### config.mk
export PLATFORM = sky130hd
export DESIGN_NAME = wifi_data_header_parser_flat
export DESIGN_NICKNAME = d
export VERILOG_FILES = /design/src/sv/wdhp_pkg.sv /design/src/sv/wdhp_in_if.sv /design/src/sv/wdhp_out_if.sv /design/src/sv/wdhp_parse.sv /design/src/sv/wifi_data_header_parser.sv /design/src/flat_wrapper.sv
export VERILOG_INCLUDE_DIRS = /design/src /design/src/sv
export SDC_FILE = /design/constraint.sdc
export NUM_CORES = 1
export LEC_CHECK = 0
export BUFFER_PORTS_ARGS = -buffer_cell sky130_fd_sc_hd__clkbuf_2
export CORE_MARGIN = 5
export CORE_UTILIZATION = 45
export DETAILED_ROUTE_END_ITERATION = 10
export GPL_ROUTABILITY_DRIVEN = 0
export HOLD_SLACK_MARGIN = 0.1
export PLACE_DENSITY = 0.68
export SLEW_MARGIN = 15
export SYNTH_ARGS = -nofsm -noshare
export SYNTH_HDL_FRONTEND = slang
export SYNTH_SLANG_ARGS = --single-unit
### constraint.sdc
create_clock -name clk -period 13.15 [get_ports clk]
set_input_delay 0.6575 -clock clk [delete_from_list [all_inputs] [get_ports clk]]
set_output_delay 0.6575 -clock clk [all_outputs]
set_load 0.1 [all_outputs]
### src/sv/assert_macros.svh
// Assertion macros shared by the data header parser RTL.
`ifndef ASSERT_MACROS_SVH
`define ASSERT_MACROS_SVH

// Checks a property at every rising clock edge outside reset.
`define WDHP_ASSERT(lbl, prop, msg) \
  lbl: assert property (@(posedge clk) disable iff (rst) (prop)) else $error(msg);

// Checks that a condition in one cycle implies another in the next cycle.
`define WDHP_ASSERT_NEXT(lbl, ante, cons, msg) \
  lbl: assert property (@(posedge clk) disable iff (rst) (ante) |=> (cons)) else $error(msg);

`endif

### src/sv/wdhp_pkg.sv
// Package with the types and constants of the data header parser.
`timescale 1ns / 1ps

package wdhp_pkg;

  localparam logic [5:0] FIXED_LEN   = 6'd24;
  localparam logic [5:0] LLC_LEN     = 6'd8;
  localparam logic [5:0] STORE_LEN   = 6'd40;
  localparam logic [5:0] WEP_GAP     = 6'd4;
  localparam logic [5:0] WPA_GAP     = 6'd8;
  localparam logic [5:0] ADDR1_OFF   = 6'd4;
  localparam logic [5:0] ADDR2_OFF   = 6'd10;
  localparam logic [5:0] ADDR3_OFF   = 6'd16;
  localparam logic [5:0] ADDR_LEN    = 6'd6;
  localparam logic [5:0] FC1_OFF     = 6'd1;

  localparam logic [1:0] SEC_MODE_WPA = 2'd2;

  localparam logic [47:0] MAGIC_IETF = 48'hAAAA_0300_0000;
  localparam logic [47:0] MAGIC_IEEE = 48'hAAAA_0300_00F8;
  localparam logic [47:0] BCAST_ADDR = 48'hFFFF_FFFF_FFFF;

  typedef enum logic [1:0] {
    STATUS_OK       = 2'd0,
    STATUS_INVALID  = 2'd1,
    STATUS_DS_TO_DS = 2'd2
  } status_t;

  typedef enum logic [1:0] {
    DEST_UNICAST   = 2'd0,
    DEST_MULTICAST = 2'd1,
    DEST_BROADCAST = 2'd2
  } dest_type_t;

  // ToDS is bit 0 and FromDS is bit 1 of frame control byte 1.
  typedef enum logic [1:0] {
    DS_IBSS    = 2'd0,
    DS_TO_AP   = 2'd1,
    DS_FROM_AP = 2'd2,
    DS_WDS     = 2'd3
  } ds_t;

  typedef struct packed {
    status_t    status;
    logic [47:0] dest_addr;
    logic [47:0] src_addr;
    logic [15:0] orig_sap;
    logic [15:0] bound_sap;
    logic [5:0]  header_size;
    logic [16:0] packet_size;
    dest_type_t dest_type;
  } result_t;

endpackage

### src/sv/wdhp_in_if.sv
// Channel that carries frame bytes into the parser.
`timescale 1ns / 1ps

interface wdhp_in_if;
  logic       valid;
  logic       ready;
  logic [7:0] frame_byte;
  logic       frame_last;

  modport source (output valid, output frame_byte, output frame_last, input ready);
  modport sink (input valid, input frame_byte, input frame_last, output ready);
endinterface

### src/sv/wdhp_out_if.sv
// Channel that carries parse results out of the parser.
`timescale 1ns / 1ps

interface wdhp_out_if;
  logic        valid;
  logic        ready;
  logic [1:0]  status;
  logic [47:0] dest_addr;
  logic [47:0] src_addr;
  logic [15:0] orig_sap;
  logic [15:0] bound_sap;
  logic [5:0]  header_size;
  logic [16:0] packet_size;
  logic [1:0]  dest_type;

  modport source (
    output valid, output status, output dest_addr, output src_addr, output orig_sap,
    output bound_sap, output header_size, output packet_size, output dest_type,
    input ready
  );
  modport sink (
    input valid, input status, input dest_addr, input src_addr, input orig_sap,
    input bound_sap, input header_size, input packet_size, input dest_type,
    output ready
  );
endinterface

### src/sv/wdhp_parse.sv
// Byte-wise header capture and single-pass decode of the data header.
`timescale 1ns / 1ps
`include "assert_macros.svh"

module wdhp_parse (
  input  logic              clk,
  input  logic              rst,
  input  logic [1:0]        security_mode,
  input  logic              accept,
  input  logic [7:0]        frame_byte,
  input  logic              frame_last,
  output logic              res_valid,
  output wdhp_pkg::result_t res
);

  logic [5:0]  byte_count;
  logic        result_given;
  logic        prot;
  logic [1:0]  ds_bits;
  logic [47:0] addr1;
  logic [47:0] addr2;
  logic [47:0] addr3;
  logic [55:0] hist;

  logic [5:0]  count_next;
  logic        prot_now;
  logic [5:0]  hdr_end;
  logic        hit;
  logic        store;
  logic [15:0] orig;
  logic        is_ieee;
  logic        is_ietf;
  logic [47:0] dest;
  logic [47:0] src;
  logic [5:0]  hdr_size;

  assign store      = accept && !result_given && (byte_count < wdhp_pkg::STORE_LEN);
  assign count_next = (byte_count < wdhp_pkg::STORE_LEN) ? byte_count + 6'd1 : byte_count;
  assign prot_now   = (byte_count == wdhp_pkg::FC1_OFF) ? frame_byte[6] : prot;

  always_comb begin
    hdr_end = wdhp_pkg::FIXED_LEN + wdhp_pkg::LLC_LEN;
    if (prot_now) begin
      hdr_end = hdr_end + ((security_mode == wdhp_pkg::SEC_MODE_WPA) ?
                           wdhp_pkg::WPA_GAP : wdhp_pkg::WEP_GAP);
    end
  end

  // The header end is only known once frame control byte 1 has been seen.
  assign hit       = !result_given && (byte_count >= wdhp_pkg::FC1_OFF) &&
                     (count_next == hdr_end);
  assign res_valid = accept && !result_given && (hit || frame_last);

  // The last LLC byte is the current one; the seven before it sit in hist.
  assign orig     = {hist[7:0], frame_byte};
  assign is_ieee  = (hist[55:8] == wdhp_pkg::MAGIC_IEEE);
  assign is_ietf  = (hist[55:8] == wdhp_pkg::MAGIC_IETF);
  assign hdr_size = is_ieee ? hdr_end - wdhp_pkg::LLC_LEN : hdr_end;

  always_comb begin
    dest = addr1;
    src  = addr2;
    case (wdhp_pkg::ds_t'(ds_bits))
      wdhp_pkg::DS_IBSS: begin
        dest = addr1;
        src  = addr2;
      end
      wdhp_pkg::DS_TO_AP: begin
        dest = addr3;
        src  = addr2;
      end
      wdhp_pkg::DS_FROM_AP: begin
        dest = addr1;
        src  = addr3;
      end
      default: begin
        dest = addr1;
        src  = addr2;
      end
    endcase
  end

  always_comb begin
    res = '0;
    if (!hit) begin
      res.status = wdhp_pkg::STATUS_INVALID;
    end else if (!is_ieee && !is_ietf) begin
      res.status = wdhp_pkg::STATUS_INVALID;
    end else if (wdhp_pkg::ds_t'(ds_bits) == wdhp_pkg::DS_WDS) begin
      res.status = wdhp_pkg::STATUS_DS_TO_DS;
    end else begin
      res.status      = wdhp_pkg::STATUS_OK;
      res.dest_addr   = dest;
      res.src_addr    = src;
      res.orig_sap    = orig;
      res.bound_sap   = is_ieee ? 16'd0 : orig;
      res.header_size = hdr_size;
      res.packet_size = is_ieee ? {11'd0, hdr_size} + {1'b0, orig} : 17'd0;
      if (!dest[40]) begin
        res.dest_type = wdhp_pkg::DEST_UNICAST;
      end else if (dest != wdhp_pkg::BCAST_ADDR) begin
        res.dest_type = wdhp_pkg::DEST_MULTICAST;
      end else begin
        res.dest_type = wdhp_pkg::DEST_BROADCAST;
      end
    end
  end

  always_ff @(posedge clk) begin
    if (rst) begin
      byte_count   <= '0;
      result_given <= 1'b0;
    end else if (accept) begin
      if (frame_last) begin
        byte_count   <= '0;
        result_given <= 1'b0;
      end else if (!result_given) begin
        byte_count   <= count_next;
        result_given <= hit;
      end
    end
  end

  always_ff @(posedge clk) begin
    if (store) begin
      hist <= {hist[47:0], frame_byte};
      if (byte_count == wdhp_pkg::FC1_OFF) begin
        prot    <= frame_byte[6];
        ds_bits <= frame_byte[1:0];
      end
      if (byte_count >= wdhp_pkg::ADDR1_OFF &&
          byte_count < wdhp_pkg::ADDR1_OFF + wdhp_pkg::ADDR_LEN) begin
        addr1 <= {addr1[39:0], frame_byte};
      end
      if (byte_count >= wdhp_pkg::ADDR2_OFF &&
          byte_count < wdhp_pkg::ADDR2_OFF + wdhp_pkg::ADDR_LEN) begin
        addr2 <= {addr2[39:0], frame_byte};
      end
      if (byte_count >= wdhp_pkg::ADDR3_OFF &&
          byte_count < wdhp_pkg::ADDR3_OFF + wdhp_pkg::ADDR_LEN) begin
        addr3 <= {addr3[39:0], frame_byte};
      end
    end
  end

  `WDHP_ASSERT(a_count_bound, byte_count <= wdhp_pkg::STORE_LEN, "byte count ran past header store")
  `WDHP_ASSERT(a_given_count, !result_given || byte_count >= wdhp_pkg::FIXED_LEN + wdhp_pkg::LLC_LEN, "result given before a full header")
  `WDHP_ASSERT_NEXT(a_last_clears, accept && frame_last, byte_count == 6'd0 && !result_given, "frame end did not clear parser")

endmodule

### src/sv/wifi_data_header_parser.sv
// Top level of the 802.11 data header parser with its result buffer.
`timescale 1ns / 1ps
`include "assert_macros.svh"

// A result is registered into the output register (or the skid register while the port is
// stalled) when the byte that completes the header (or the early last byte) is accepted.
// Throughput: one frame byte per cycle while the skid entry is free; each byte passes the capture and compare stage.
// A two-entry result buffer keeps bytes flowing while a result waits to be taken.
// Reset (synchronous, active high) clears the byte count, the result flags, the buffer
// and sets security_mode to zero.
module wifi_data_header_parser (
  input  logic            clk,
  input  logic            rst,
  input  logic            cfg_wr_en,
  input  logic [1:0]      cfg_wr_data,
  wdhp_in_if.sink         frame,
  wdhp_out_if.source      result
);

  logic              accept;
  logic              res_valid;
  wdhp_pkg::result_t res;
  logic [1:0]        security_mode;

  // The output register holds the result on the port; the skid register catches a
  // result that completes while the port is stalled.
  logic              out_valid;
  logic              skid_valid;
  wdhp_pkg::result_t out_res;
  wdhp_pkg::result_t skid_res;
  logic              pop;

  // Input is held off only when both buffer entries are occupied.
  assign frame.ready = !skid_valid;
  assign accept      = frame.valid && frame.ready;
  assign pop         = out_valid && result.ready;

  always_ff @(posedge clk) begin
    if (rst) begin
      security_mode <= '0;
    end else if (cfg_wr_en) begin
      security_mode <= cfg_wr_data;
    end
  end

  wdhp_parse u_parse (
    .clk           (clk),
    .rst           (rst),
    .security_mode (security_mode),
    .accept        (accept),
    .frame_byte    (frame.frame_byte),
    .frame_last    (frame.frame_last),
    .res_valid     (res_valid),
    .res           (res)
  );

  always_ff @(posedge clk) begin
    if (rst) begin
      out_valid  <= 1'b0;
      skid_valid <= 1'b0;
    end else if (skid_valid) begin
      // No new result can arrive here because input is held off.
      if (pop) begin
        skid_valid <= 1'b0;
      end
    end else if (res_valid) begin
      if (out_valid && !pop) begin
        skid_valid <= 1'b1;
      end else begin
        out_valid <= 1'b1;
      end
    end else if (pop) begin
      out_valid <= 1'b0;
    end
  end

  always_ff @(posedge clk) begin
    if (skid_valid) begin
      if (pop) begin
        out_res <= skid_res;
      end
    end else if (res_valid) begin
      if (out_valid && !pop) begin
        skid_res <= res;
      end else begin
        out_res <= res;
      end
    end
  end

  assign result.valid       = out_valid;
  assign result.status      = out_res.status;
  assign result.dest_addr   = out_res.dest_addr;
  assign result.src_addr    = out_res.src_addr;
  assign result.orig_sap    = out_res.orig_sap;
  assign result.bound_sap   = out_res.bound_sap;
  assign result.header_size = out_res.header_size;
  assign result.packet_size = out_res.packet_size;
  assign result.dest_type   = out_res.dest_type;

  `WDHP_ASSERT(a_skid_behind_out, !skid_valid || out_valid, "skid entry filled while output empty")
  `WDHP_ASSERT_NEXT(a_empty_no_skid, !out_valid, !skid_valid, "skid filled from an empty buffer")
  `WDHP_ASSERT(a_error_zero_addr, !(out_valid && out_res.status != wdhp_pkg::STATUS_OK) || (out_res.dest_addr == '0 && out_res.src_addr == '0), "error result carries addresses")

endmodule
### src/flat_wrapper.sv
// flat-port wrapper written by rule: the top's interface ports become plain ports
module wifi_data_header_parser_flat 
  (clk, rst, cfg_wr_en, cfg_wr_data, frame_valid, frame_frame_byte, frame_frame_last, frame_ready, result_valid, result_status, result_dest_addr, result_src_addr, result_orig_sap, result_bound_sap, result_header_size, result_packet_size, result_dest_type, result_ready);
  wdhp_in_if frame_i ();
  wdhp_out_if result_i ();
  input  logic clk;
  input  logic rst;
  input  logic cfg_wr_en;
  input  logic [1:0] cfg_wr_data;
  input wire logic [$bits(frame_i.valid)-1:0] frame_valid;
  input wire logic [$bits(frame_i.frame_byte)-1:0] frame_frame_byte;
  input wire logic [$bits(frame_i.frame_last)-1:0] frame_frame_last;
  output wire logic [$bits(frame_i.ready)-1:0] frame_ready;
  output wire logic [$bits(result_i.valid)-1:0] result_valid;
  output wire logic [$bits(result_i.status)-1:0] result_status;
  output wire logic [$bits(result_i.dest_addr)-1:0] result_dest_addr;
  output wire logic [$bits(result_i.src_addr)-1:0] result_src_addr;
  output wire logic [$bits(result_i.orig_sap)-1:0] result_orig_sap;
  output wire logic [$bits(result_i.bound_sap)-1:0] result_bound_sap;
  output wire logic [$bits(result_i.header_size)-1:0] result_header_size;
  output wire logic [$bits(result_i.packet_size)-1:0] result_packet_size;
  output wire logic [$bits(result_i.dest_type)-1:0] result_dest_type;
  input wire logic [$bits(result_i.ready)-1:0] result_ready;
  assign frame_i.valid = frame_valid;
  assign frame_i.frame_byte = frame_frame_byte;
  assign frame_i.frame_last = frame_frame_last;
  assign frame_ready = frame_i.ready;
  assign result_valid = result_i.valid;
  assign result_status = result_i.status;
  assign result_dest_addr = result_i.dest_addr;
  assign result_src_addr = result_i.src_addr;
  assign result_orig_sap = result_i.orig_sap;
  assign result_bound_sap = result_i.bound_sap;
  assign result_header_size = result_i.header_size;
  assign result_packet_size = result_i.packet_size;
  assign result_dest_type = result_i.dest_type;
  assign result_i.ready = result_ready;
  wifi_data_header_parser u_core (.clk(clk), .rst(rst), .cfg_wr_en(cfg_wr_en), .cfg_wr_data(cfg_wr_data), .frame(frame_i), .result(result_i));
endmodule
==> impl_metrics.csv <==
group,metric,value,unit
outcome,status,"finished, final reports clean",
timing,fmax,223,MHz
logic_synthesis,async_flop_share,0,%
drt,routedWlPerCell,21.4,µm
cells_and_area,layout-area-overhead-vs-synth,14.4,%
critical_path,crit_type,"flip-flop to flip-flop",
cells_and_area,antenna_cells,0,
floorplan,rows,79,
flow_run,cap_violations,0,
cells_and_area,drive_gt1_share,18.8,%
logic_synthesis,ys_ff_latch,520,
critical_path,startpoint_type,"flip-flop",
logic_synthesis,yosys.area.top_type_share,72.8,%
floorplan,dieArea,51100,µm²
cells_and_area,fillers,3816,
clock_tree,post_cts_resized,0,
timing,tightest_slew,1.08,ns
clock_tree,cts_num_sinks,520,
logic_synthesis,synth_ff_type,"edfxtp_1",
logic_synthesis,ys_top_cells_by_area,"edfxtp_1 73%, o31ai_1 4.0%, nand2_1 3.1%",
timing,slew_headroom,28.1,%
clock_tree,cts_buffer_depth,3,
cells_and_area,final_util,51.8,%
drt,vias_per_cell,5.55,
global_routing,grt_pass1_wl,72.7,mm
logic_synthesis,syn_avg_cell_area,14.4,µm²
critical_path,cp_max_fo,7,
timing,min_period,4.47,ns
global_routing,grt_pass1_vias,12000,
clock_tree,cts_root_buf,"clkbuf_16",
pwr,p_per_area,150,nW/µm²
timing,fin_worst_skew,0.0231,ns
cells_and_area,final_cells,2254,
pwr,vdd_drop_max,0.110,mV
critical_path,cp_data_arrival_time,4.78,ns
drt,finalWirelength,48.3,mm
floorplan,io_pins,173,
drt,vias,12500,
min_path,hp-class,"input pin to flip-flop",
pwr,finalPower,3.61,mW
place,dp.final_hpwl,31.8,mm
timing,fin_crit_sh,34.0,%
cells_and_area,fin_nets,1637,
clock_tree,post_cts_buffers,0,
place,place_inst,2163,
floorplan,core_area,46400,µm²
logic_synthesis,synthCells,1456,
logic_synthesis,synth-seq-area-share,73.8,%
drt,drc,0,
critical_path,cpPeakStageDelay,0.52,ns
global_routing,grt_usage,18.5,%
critical_path,crit_path_frequent_cell,"nor4_1",
timing,setup_tns,0,ns
logic_synthesis,synth_largest_area_cell,"edfxtp_1",
logic_synthesis,yosysMostFrequentCell,"edfxtp_1",
clock_tree,cts_made_buffers,52,
logic_synthesis,synth.distinct_cells,60,
critical_path,path_cells,"nor4_1 > nand4_1 > or3_1 > nor2_1 > ha_1 > fa_1 > or3b_2 > a21oi_1 > nor3_1 > nor4_1 > xnor2_1 > o31ai_1",
logic_synthesis,synth-edff-count,509,
floorplan,die_w,226,µm
pwr,leakagePower,7.80,nW
logic_synthesis,netlist_top_cells_count,"509 x edfxtp_1, 171 x nand2_1, 167 x nor2_1, 113 x o31ai_1, 66 x clkbuf_1",
floorplan,initial_core_util,45.3,%
place,io_buffers,170,
critical_path,crit_path_top_delay_cell,"nor2_1",
timing,drv_slew,0,
timing,rsz0062_at_grt,"no",
logic_synthesis,yosys_warnings,0,
critical_path,cp-end-kind,"flip-flop",
global_routing,antenna_found_initial,0,
critical_path,critical_path_required,13.45,ns
clock_tree,clkTransAtPathRegs,0.06,ns
drt,final_antenna_net_count,0,
logic_synthesis,synth_area,21000,µm²
floorplan,die_h,226,µm
clock_tree,clock_latency,0.60,ns
timing,hold_viol_final,0,
clock_tree,cts_tree,"yes",
drt,drt_iter0_drc,1318,
clock_tree,htreeDepth,2,
critical_path,critPathTopFamily,"simple AND/OR/NAND/NOR gates",
drt,drt_first_pass_iters,6,
clock_tree,hold_buffers,0,
critical_path,path_buf_inv,0,
timing,setup_violations,0,
global_routing,grt_max_degree,154,
global_routing,grt_remaining_overflow,0,
==> power by group <==
| part | switching, mW | total, mW | internal, mW |
|---|---|---|---|
| registers | 0.0241 | 1.88 | 1.86 |
| clock network | 0.608 | 1.40 | 0.796 |
| logic | 0.283 | 0.323 | 0.0405 |
==> worst paths after layout <==
path / from / to / slack [ns] / cells past startpoint
max reg2reg: u_core.u_parse.hist[21] / u_core.result.packet_size[12] / 8.68 / 12
min reg2reg: u_core.u_parse.addr2[26] / u_core.u_parse.addr2[34] / 0.43 / 0
min: cfg_wr_data[0] / u_core.security_mode[0] / 0.31 / 3
max: u_core.u_parse.hist[21] / u_core.result.packet_size[12] / 8.68 / 12
==> flip-flops by register name, indices dropped and copies added (netlist names), 2 cells and up <==
name	count
u_core.result.header_size	4
u_core.u_parse.addr1	48
u_core.u_parse.addr3	48
u_core.u_parse.hist	56
u_core.result.bound_sap	16
u_core.u_parse.byte_count	6
u_core.u_parse.addr2	48
u_core.result.packet_size	17
u_core.result.src_addr	48
u_core.result.orig_sap	16
u_core.u_parse.ds_bits	2
u_core.result.status	2
u_core.skid_res	153
u_core.result.dest_addr	48
u_core.security_mode	2
u_core.result.dest_type	2
==> per-stage QoR <==
stage	area [µm²]	hold WS [ns]	setup slack, ns
final	24000	0.311	8.68
after global routing	24000	0.302	8.32
after CTS	24000	0.287	8.68
after detailed placement	22400	0.427	8.74
after global placement	22400	0.422	8.86
after floorplan	21000	0.417	2.86
==> tightest hold or removal path: stages <==
cell	delay (ns)
clkbuf_2	0.08
mux2i_1	0.06
nor2_1	0.07
==> cell type report <==
class,instances,area (µm²),area share (%)
clock inverter,26,220,0.916
multi-input combinational,820,5080,21.1
inverter,30,113,0.469
tap,607,759,3.16
timing repair buffer,186,983,4.09
clock buffer,65,1370,5.71
sequential,520,15500,64.5
==> kinds of logic (layout without fill, tap and decap cells) <==
family	after synthesis	count (layout)	share of synthesized area (%)
mux	52	52	2.48
simple gates	499	499	11.3
fa+ha+maj	11	11	0.691
flops	520	520	73.8
other cells	1	2	0.0179
xor+xnor	14	14	0.584
buf+inv	117	307	2.33
compound gates	242	242	8.80
==> metal layers <==
metal / wire length (µm) / part of all wire [%] / global-route usage, %
met1: 21400 / 44 / 26.6
met2: 22900 / 47 / 29.5
met3: 3050 / 6.3 / 3.43
met4: 960 / 2.0 / 4.39
met5: 0 / 0 / 0
==> cell usage in the layout, fill, tap and decap left out, types with 5 or more instances in the layout <==
| master | netlist | routed |
|---|---|---|
| nor2_1 | 167 | 166 |
| nand4_1 | 32 | 32 |
| a21oi_1 | 55 | 54 |
| o31ai_2 | 35 | 35 |
| dfxtp_1 | 11 | 10 |
| ha_1 | 10 | 10 |
| nor3_1 | 13 | 13 |
| nor4b_1 | 8 | 7 |
| xnor2_1 | 14 | 14 |
| clkinv_1 | 2 | 14 |
| mux2i_1 | 51 | 51 |
| nor4_1 | 17 | 15 |
| buf_4 | 3 | 15 |
| inv_1 | 28 | 28 |
| nand3_1 | 9 | 9 |
| nor2b_1 | 53 | 52 |
| o21ai_0 | 10 | 10 |
| clkbuf_16 | 0 | 53 |
| clkbuf_1 | 66 | 12 |
| clkinv_2 | 0 | 5 |
| nand2_1 | 171 | 171 |
| edfxtp_1 | 509 | 509 |
| clkbuf_2 | 0 | 170 |
| o31ai_1 | 113 | 113 |
No activity file was read; power rests on OpenSTA's default activity.
